### config.mk
export PLATFORM = sky130hd
export DESIGN_NAME = thermal_jet_colormap
export DESIGN_NICKNAME = d
export VERILOG_FILES = /design/src/rtl/tjc_pkg.sv /design/src/rtl/tjc_front.sv /design/src/rtl/tjc_div_stage.sv /design/src/rtl/tjc_color.sv /design/src/rtl/thermal_jet_colormap.sv
export SDC_FILE = /design/constraint.sdc
export NUM_CORES = 1
export LEC_CHECK = 0
export BUFFER_PORTS_ARGS = -buffer_cell sky130_fd_sc_hd__buf_2
export CORE_AREA = 2 2 259 261
export DETAILED_ROUTE_END_ITERATION = 7
export DIE_AREA = 0 0 261 263
export GPL_ROUTABILITY_DRIVEN = 0
export SLEW_MARGIN = 10
export SYNTH_ARGS = -nofsm -noshare
export SYNTH_HDL_FRONTEND = slang
export SYNTH_SLANG_ARGS = --single-unit
export TNS_END_PERCENT = 30
### constraint.sdc
create_clock -name clk -period 23.7 [get_ports clk]
set_input_delay 1.185 -clock clk [delete_from_list [all_inputs] [get_ports clk]]
set_output_delay 1.185 -clock clk [all_outputs]
set_load 0.05 [all_outputs]
### src/rtl/tjc_pkg.sv
`timescale 1ns / 1ps
// ----------------------------------------------------------------------------
// Thermal jet colormap package
// Shared types and constants of the colormap pipeline.
// ----------------------------------------------------------------------------
package tjc_pkg;

	localparam int TEMP_W  = 14;
	localparam int SPAN_W  = 14;
	localparam int CHAN_W  = 8;
	localparam int REG_IDX_W = 1;

	localparam logic [SPAN_W-1:0] MIN_SPAN = SPAN_W'(240);
	localparam logic signed [TEMP_W-1:0] MIN_TEMP_RST = TEMP_W'(0);
	localparam logic signed [TEMP_W-1:0] MAX_TEMP_RST = TEMP_W'(240);

	typedef logic [REG_IDX_W-1:0] reg_idx_t;

	localparam reg_idx_t REG_MIN_TEMP = 1'b0;
	localparam reg_idx_t REG_MAX_TEMP = 1'b1;

	typedef struct packed {
		logic valid;
		logic clamp_lo;
		logic clamp_hi;
	} ctl_t;

endpackage

### src/rtl/tjc_front.sv
`timescale 1ns / 1ps
// ----------------------------------------------------------------------------
// Thermal jet colormap front end
// Forms the offset from the minimum and the span, then the clamp flags.
// ----------------------------------------------------------------------------
module tjc_front import tjc_pkg::*; (
	input  logic                     clk,
	input  logic                     arst_n,
	input  logic                     adv,
	input  logic signed [TEMP_W-1:0] min_temp,
	input  logic signed [TEMP_W-1:0] max_temp,
	input  logic                     sample_valid,
	input  logic signed [TEMP_W-1:0] temperature,
	output ctl_t                     ctl_o,
	output logic [SPAN_W-1:0]        rem_o,
	output logic [SPAN_W-1:0]        span_o
);

	logic signed [TEMP_W:0] diff_c;
	logic signed [TEMP_W:0] span_raw_c;
	logic [SPAN_W-1:0]      span_c;

	logic                   valid_s1;
	logic signed [TEMP_W:0] diff_s1;
	logic [SPAN_W-1:0]      span_s1;

	ctl_t                   ctl_s2;
	logic [SPAN_W-1:0]      rem_s2;
	logic [SPAN_W-1:0]      span_s2;

	logic                   lo_c;
	logic                   hi_c;

	assign diff_c     = (TEMP_W+1)'(temperature) - (TEMP_W+1)'(min_temp);
	assign span_raw_c = (TEMP_W+1)'(max_temp) - (TEMP_W+1)'(min_temp);
	assign span_c     = (span_raw_c < $signed({1'b0, MIN_SPAN})) ? MIN_SPAN :
		span_raw_c[SPAN_W-1:0];

	assign lo_c = (diff_s1 <= $signed((TEMP_W+1)'(0)));
	assign hi_c = !lo_c && (diff_s1[SPAN_W-1:0] >= span_s1);

	always_ff @(posedge clk or negedge arst_n) begin
		if (!arst_n) begin
			valid_s1 <= 1'b0;
			ctl_s2   <= '0;
		end else if (adv) begin
			valid_s1        <= sample_valid;
			ctl_s2.valid    <= valid_s1;
			ctl_s2.clamp_lo <= lo_c;
			ctl_s2.clamp_hi <= hi_c;
		end
	end

	always_ff @(posedge clk) begin
		if (adv) begin
			diff_s1 <= diff_c;
			span_s1 <= span_c;
			rem_s2  <= (lo_c || hi_c) ? '0 : diff_s1[SPAN_W-1:0];
			span_s2 <= span_s1;
		end
	end

	assign ctl_o  = ctl_s2;
	assign rem_o  = rem_s2;
	assign span_o = span_s2;

endmodule

### src/rtl/tjc_div_stage.sv
`timescale 1ns / 1ps
// ----------------------------------------------------------------------------
// Thermal jet colormap divider stage
// One restoring division step: yields one quotient bit per item.
// ----------------------------------------------------------------------------
module tjc_div_stage import tjc_pkg::*; #(
	parameter int NORM_BITS = 10
) (
	input  logic                 clk,
	input  logic                 arst_n,
	input  logic                 adv,
	input  ctl_t                 ctl_i,
	input  logic [SPAN_W-1:0]    rem_i,
	input  logic [SPAN_W-1:0]    span_i,
	input  logic [NORM_BITS-1:0] quo_i,
	output ctl_t                 ctl_o,
	output logic [SPAN_W-1:0]    rem_o,
	output logic [SPAN_W-1:0]    span_o,
	output logic [NORM_BITS-1:0] quo_o
);

	logic [SPAN_W:0]        shifted_c;
	logic                   take_c;
	logic [SPAN_W:0]        next_c;

	ctl_t                   ctl_s1;
	logic [SPAN_W-1:0]      rem_s1;
	logic [SPAN_W-1:0]      span_s1;
	logic [NORM_BITS-1:0]   quo_s1;

	assign shifted_c = {rem_i, 1'b0};
	assign take_c    = (shifted_c >= {1'b0, span_i});
	assign next_c    = take_c ? (shifted_c - {1'b0, span_i}) : shifted_c;

	always_ff @(posedge clk or negedge arst_n) begin
		if (!arst_n) begin
			ctl_s1 <= '0;
		end else if (adv) begin
			ctl_s1 <= ctl_i;
		end
	end

	always_ff @(posedge clk) begin
		if (adv) begin
			rem_s1  <= next_c[SPAN_W-1:0];
			span_s1 <= span_i;
			quo_s1  <= {quo_i[NORM_BITS-2:0], take_c};
		end
	end

	assign ctl_o  = ctl_s1;
	assign rem_o  = rem_s1;
	assign span_o = span_s1;
	assign quo_o  = quo_s1;

endmodule

### src/rtl/tjc_color.sv
`timescale 1ns / 1ps
// ----------------------------------------------------------------------------
// Thermal jet colormap color stage
// Applies the clamp, evaluates the jet curve and scales each channel to 8 bits.
// ----------------------------------------------------------------------------
module tjc_color import tjc_pkg::*; #(
	parameter int NORM_BITS = 10
) (
	input  logic                 clk,
	input  logic                 arst_n,
	input  logic                 adv,
	input  ctl_t                 ctl_i,
	input  logic [NORM_BITS-1:0] quo_i,
	output logic                 pixel_valid,
	output logic [CHAN_W-1:0]    red,
	output logic [CHAN_W-1:0]    green,
	output logic [CHAN_W-1:0]    blue
);

	localparam int PW  = NORM_BITS + 1;
	localparam int ONE = 1 << NORM_BITS;
	localparam int E   = ONE / 8;
	localparam logic [PW-1:0] ONE_L = PW'(ONE);
	localparam logic [PW-1:0] E1 = PW'(E);
	localparam logic [PW-1:0] E3 = PW'(3 * E);
	localparam logic [PW-1:0] E5 = PW'(5 * E);
	localparam logic [PW-1:0] E7 = PW'(7 * E);
	localparam logic [PW-1:0] E9 = PW'(9 * E);
	localparam int XW = PW + 9;

	logic [PW-1:0]   p_c;
	logic [PW-1:0]   r_c;
	logic [PW-1:0]   g_c;
	logic [PW-1:0]   b_c;
	logic [XW-1:0]   r_x;
	logic [XW-1:0]   g_x;
	logic [XW-1:0]   b_x;

	logic            valid_s1;
	logic [PW-1:0]   r_s1;
	logic [PW-1:0]   g_s1;
	logic [PW-1:0]   b_s1;

	logic            valid_s2;
	logic [CHAN_W-1:0] red_s2;
	logic [CHAN_W-1:0] green_s2;
	logic [CHAN_W-1:0] blue_s2;

	always_comb begin
		if (ctl_i.clamp_lo) begin
			p_c = '0;
		end else if (ctl_i.clamp_hi) begin
			p_c = ONE_L;
		end else begin
			p_c = {1'b0, quo_i};
		end

		if (p_c inside {[E3:E5-1]}) begin
			r_c = PW'((p_c - E3) << 2);
		end else if (p_c inside {[E5:E7-1]}) begin
			r_c = ONE_L;
		end else if (p_c >= E7) begin
			r_c = PW'((E9 - p_c) << 2);
		end else begin
			r_c = '0;
		end

		if (p_c inside {[E1:E3-1]}) begin
			g_c = PW'((p_c - E1) << 2);
		end else if (p_c inside {[E3:E5-1]}) begin
			g_c = ONE_L;
		end else if (p_c inside {[E5:E7-1]}) begin
			g_c = PW'((E7 - p_c) << 2);
		end else begin
			g_c = '0;
		end

		if (p_c < E1) begin
			b_c = PW'((p_c + E1) << 2);
		end else if (p_c < E3) begin
			b_c = ONE_L;
		end else if (p_c < E5) begin
			b_c = PW'((E5 - p_c) << 2);
		end else begin
			b_c = '0;
		end
	end

	// Multiply by 511 as a shift and subtract.
	assign r_x = {r_s1, 9'b0} - {9'b0, r_s1};
	assign g_x = {g_s1, 9'b0} - {9'b0, g_s1};
	assign b_x = {b_s1, 9'b0} - {9'b0, b_s1};

	always_ff @(posedge clk or negedge arst_n) begin
		if (!arst_n) begin
			valid_s1 <= 1'b0;
			valid_s2 <= 1'b0;
		end else if (adv) begin
			valid_s1 <= ctl_i.valid;
			valid_s2 <= valid_s1;
		end
	end

	always_ff @(posedge clk) begin
		if (adv) begin
			r_s1     <= r_c;
			g_s1     <= g_c;
			b_s1     <= b_c;
			red_s2   <= r_x[NORM_BITS+8:NORM_BITS+1];
			green_s2 <= g_x[NORM_BITS+8:NORM_BITS+1];
			blue_s2  <= b_x[NORM_BITS+8:NORM_BITS+1];
		end
	end

	assign pixel_valid = valid_s2;
	assign red         = red_s2;
	assign green       = green_s2;
	assign blue        = blue_s2;

endmodule

### src/rtl/thermal_jet_colormap.sv
`timescale 1ns / 1ps
// ----------------------------------------------------------------------------
// Thermal jet colormap
// Maps a temperature sample to an RGB color on the jet scale.
// ----------------------------------------------------------------------------
// The block accepts one item per clock cycle unless stalled. Two front stages
// form the offset, span and clamp flags, NORM_BITS divider stages produce one
// quotient bit each, and two color stages evaluate the curve and scale it. A
// stall on the pixel side freezes the whole pipeline while a result waits, so
// the sample side is stalled only when the output holds an item that is not
// taken. Configuration writes are always ready and must be issued while the
// pipeline is empty.
module thermal_jet_colormap import tjc_pkg::*; #(
	parameter int NORM_BITS = 10
) (
	input  logic                     clk,
	input  logic                     arst_n,
	input  logic                     cfg_valid,
	output logic                     cfg_ready,
	input  reg_idx_t                 cfg_index,
	input  logic [TEMP_W-1:0]        cfg_data,
	input  logic                     sample_valid,
	output logic                     sample_stall,
	input  logic signed [TEMP_W-1:0] temperature,
	output logic                     pixel_valid,
	input  logic                     pixel_stall,
	output logic [CHAN_W-1:0]        red,
	output logic [CHAN_W-1:0]        green,
	output logic [CHAN_W-1:0]        blue
);

	logic signed [TEMP_W-1:0] min_temp_q;
	logic signed [TEMP_W-1:0] max_temp_q;
	logic                     adv;

	ctl_t                 ctl_c  [0:NORM_BITS];
	logic [SPAN_W-1:0]    rem_c  [0:NORM_BITS];
	logic [SPAN_W-1:0]    span_c [0:NORM_BITS];
	logic [NORM_BITS-1:0] quo_c  [0:NORM_BITS];

	assign cfg_ready    = 1'b1;
	assign adv          = !(pixel_valid && pixel_stall);
	assign sample_stall = !adv;

	always_ff @(posedge clk or negedge arst_n) begin
		if (!arst_n) begin
			min_temp_q <= MIN_TEMP_RST;
			max_temp_q <= MAX_TEMP_RST;
		end else if (cfg_valid && cfg_ready) begin
			case (cfg_index)
				REG_MIN_TEMP: min_temp_q <= cfg_data;
				REG_MAX_TEMP: max_temp_q <= cfg_data;
				default: ;
			endcase
		end
	end

	tjc_front u_front (
		.clk          (clk),
		.arst_n       (arst_n),
		.adv          (adv),
		.min_temp     (min_temp_q),
		.max_temp     (max_temp_q),
		.sample_valid (sample_valid),
		.temperature  (temperature),
		.ctl_o        (ctl_c[0]),
		.rem_o        (rem_c[0]),
		.span_o       (span_c[0])
	);

	assign quo_c[0] = '0;

	for (genvar i = 0; i < NORM_BITS; i++) begin : g_div
		tjc_div_stage #(
			.NORM_BITS (NORM_BITS)
		) u_div (
			.clk    (clk),
			.arst_n (arst_n),
			.adv    (adv),
			.ctl_i  (ctl_c[i]),
			.rem_i  (rem_c[i]),
			.span_i (span_c[i]),
			.quo_i  (quo_c[i]),
			.ctl_o  (ctl_c[i+1]),
			.rem_o  (rem_c[i+1]),
			.span_o (span_c[i+1]),
			.quo_o  (quo_c[i+1])
		);
	end

	tjc_color #(
		.NORM_BITS (NORM_BITS)
	) u_color (
		.clk         (clk),
		.arst_n      (arst_n),
		.adv         (adv),
		.ctl_i       (ctl_c[NORM_BITS]),
		.quo_i       (quo_c[NORM_BITS]),
		.pixel_valid (pixel_valid),
		.red         (red),
		.green       (green),
		.blue        (blue)
	);

endmodule

==> results list <==
- Run status: finished, final reports clean
* Initial antenna violation count: 0
- Entering global routing, the biggest net connects 192 pins.
* MaxCap Viol Count: 0
- CTS built an H-tree with a depth of 2.
* Clock root buffer: sky130_fd_sc_hd__clkbuf_16
* R2R Setup Slk: 20.34 ns
* Netlist area before placement: between 20000 and 30000 um2
- Relative slew slack: 22.8%
- Min-Delay Path Class: reg -> reg
* Synth async-reset ratio: roughly an eighth
- In the final layout, the share of cells above drive strength 1 is ~15%.
- The tightest hold path in the finished design has a slack of 0.413 ns.
* Setup repair after global routing missed its margin: false
- Transition time at the pin with the least slew margin: ~1.2 ns
* Wire length of the first global-routing pass: just over 80 mm
* 1st-iter DRT viols: 950
- Wires add up to 49.3 mm.
- Final cell utilization of the core: ~44%
- Post-synth EDFFs: between 400 and 500
- Endpoint class of the critical path: output pin
* DRC violations left: 0
- Clock insertion delay at the later pin of the skew report: 0.59 ns
- After detailed routing, the average wire length per cell comes to approximately 16 um.
- In this run, distinct cell masters in the synthesized netlist total slightly below 80.
* Critical path data arrival time: 3.04 ns
- Type of the worst setup path: in -> out
* Maximum root-to-sink buffer count: 3
- Once the clock tree was built, the setup fixing pass inserted 0 buffers.
* Number of warnings reported in the yosys synthesis log: 0
- Relative area change from synthesis to final layout: 11.4%
- Counting every sink on the clock net gives between 400 and 500.
* I/O pins: 61
* DRT Pass-1 Iters: 4
- Die Span X: between 200 and 300 um
* Post-synthesis net count: 2390
- The final hold violation count is 0.
* Placed cell count: roughly 3000
- The routed design could run at a clock period as short as ~4.2 ns.
* Commonest register cell after synthesis: sky130_fd_sc_hd__edfxtp_1
- Initial core utilization: between 30% and 40%
* Number of filler instances in the final layout: roughly 5900
- Vias per Instance: 5.27
* Final setup viols: 0
- Area occupied by registers: 14100 um2
- The number of global-route vias before repair came to 17100.
- Adding up every negative setup slack in the final design gives 0 ns.
* Mapped Avg Cell Area: 12.1 um2
* Portion of the post-synthesis area used by sequential elements: 53.9%
- Derived from the worst setup path, the maximum achievable clock frequency is 0.237 GHz.
- The startpoint identified for the worst register-to-register timing path is min_temp_q[1].
- The die covers just under 70000 um2.
* Antenna Nets Post-Route: 0
* Area occupied by multi-input gates: about 11000 um2
- Final Max Tran Viols: 0
- Startpoint types: primary input
- The floorplan step defined a core boundary enclosing around 66000 um2.
- Across every metal layer, demand over resource in global routing totals approximately 14%.
* Final Net Count: around 2500
- After technology mapping, the gate count stands at around 2200.
- In the layout the commonest cells are 415 x sky130_fd_sc_hd__edfxtp_1, 219 x sky130_fd_sc_hd__inv_1, 187 x sky130_fd_sc_hd__ha_1.
- Required time worst endpoint: between 20 and 25 ns
- TritonCTS built the clock tree.
- Max Clock Skew: between 0.01 and 0.015 ns
* Total via count in the routed design: 16600
* Hold Startpoint: g_div[7].u_div.quo_o[6]
- After clock tree synthesis, the flow added hold-fix buffers numbering 0.
* Floorplan row count: 94
- The library cell used most frequently in the layout, excluding fill and tap cells, is sky130_fd_sc_hd__edfxtp_1.
* Number of antenna repair diodes: 0
- GRT Residual Overflow: 0
* Number of synthesized register bits: 479
- HPWL reported at the end of detailed placement: 36.1 mm
* Count of buffers from port buffering: 59
* Non-filler instance count after layout: between 3000 and 4000
* Cts bufs inserted: 53
- Post-cts resize count: 0
- In this run the worst setup path begins at pixel_stall.
- Final critical-path share of the clock period: approximately 18%
* CTS clk-pin slew, worst paths: about 0.06 ns
- Top fanout value on the critical path: 45
- Vertical extent of the die: around 260 um
metrics by stage:
stage | area [um2] | worst slack (ns)
after floorplan | 26100 | 10.64
after global placement | 27400 | 19.52
after detailed placement | 27400 | 19.44
after CTS | 29100 | 19.44
after global routing | 29100 | 19.31
final | 29100 | 19.48
critical path: stages:
cell	delay (ns)
sky130_fd_sc_hd__buf_2	0.10
sky130_fd_sc_hd__nand2_4	0.31
sky130_fd_sc_hd__inv_1	1.01
sky130_fd_sc_hd__buf_2	0.42
routing by layer:
layer	global-route usage, %	part of all wire [%]
met2	27.5	54
met3	2.13	3.2
met1	15.9	40
met5	0	0
met4	5.31	2.8
worst paths after layout:
check | to | depth (start not counted)
hold reg to reg | g_div[8].u_div.quo_o[7] | 0
min in group asynchronous | min_temp_q[9] | 2
setup reg to reg | u_front.span_s1[2] | 9
hold / removal | g_div[8].u_div.quo_o[7] | 0
max in group asynchronous | g_div[4].u_div.ctl_o[0] | 2
setup / recovery | sample_stall | 4
registers in the layout, summed over array words and instances, names as in the netlist:
| name | cells |
|---|---|
| u_color.b_s1 | 9 |
| u_color.valid_s1 | 1 |
| u_color.pixel_valid | 1 |
| g_div.u_div.span_o | 126 |
| u_front.rem_o | 14 |
| u_color.green | 8 |
| g_div.u_div.rem_o | 126 |
| min_temp_q | 14 |
| u_front.diff_s1 | 15 |
| g_div.u_div.ctl_o | 30 |
| u_color.blue | 8 |
| u_front.span_o | 14 |
| u_color.red | 8 |
| g_div.u_div.quo_o | 55 |
| u_front.span_s1 | 14 |
| u_color.r_s1 | 9 |
| max_temp_q | 14 |
| u_front.ctl_o | 3 |
| u_front.valid_s1 | 1 |
| u_color.g_s1 | 9 |
kinds of logic after synthesis:
family / synth area share, %
and+or+nand+nor: 9.73
muxes: 7.24
AOI/OAI and AO/OA: 12.4
other: 0.0144
DFF: 53.9
xor gates and xnor gates: 3.02
buffers and inverters: 3.93
adders and majority gates: 9.81
area by class of cell:
| cell class | instances | area share [%] |
|---|---|---|
| flip-flops and latches | 479 | 48.4 |
| multi-input cells | 1419 | 37.9 |
| clock buffers | 74 | 5.37 |
| well taps | 864 | 3.72 |
| inverters | 220 | 2.84 |
| repair buffers | 66 | 1.24 |
| clock inverters | 22 | 0.546 |
synth_stat cells (15+ instances only):
cell type,number,area [um2]
sky130_fd_sc_hd__xor2_1,30,263
sky130_fd_sc_hd__and2_1,29,181
sky130_fd_sc_hd__xnor2_1,60,526
sky130_fd_sc_hd__or2_2,15,93.8
sky130_fd_sc_hd__nor2b_1,48,300
sky130_fd_sc_hd__nor3_1,41,205
sky130_fd_sc_hd__nand2b_1,38,238
sky130_fd_sc_hd__a21o_1,22,165
sky130_fd_sc_hd__nor2_1,110,413
sky130_fd_sc_hd__mux2_2,158,1780
sky130_fd_sc_hd__edfxtp_1,415,12500
sky130_fd_sc_hd__o31ai_1,28,210
sky130_fd_sc_hd__inv_1,219,822
sky130_fd_sc_hd__o21a_1,26,195
sky130_fd_sc_hd__and4_1,19,166
sky130_fd_sc_hd__a21boi_0,22,165
sky130_fd_sc_hd__o21ai_0,108,541
sky130_fd_sc_hd__buf_2,16,80.1
sky130_fd_sc_hd__a211o_1,19,166
sky130_fd_sc_hd__a21oi_1,112,561
sky130_fd_sc_hd__ha_1,187,2340
sky130_fd_sc_hd__nand3_1,21,105
sky130_fd_sc_hd__a211oi_1,25,188
sky130_fd_sc_hd__nand2_1,89,334
sky130_fd_sc_hd__dfrtp_1,60,1500
Power is not shown: default switching activity piles up to over one toggle a cycle in this logic, so the estimate is an artifact.
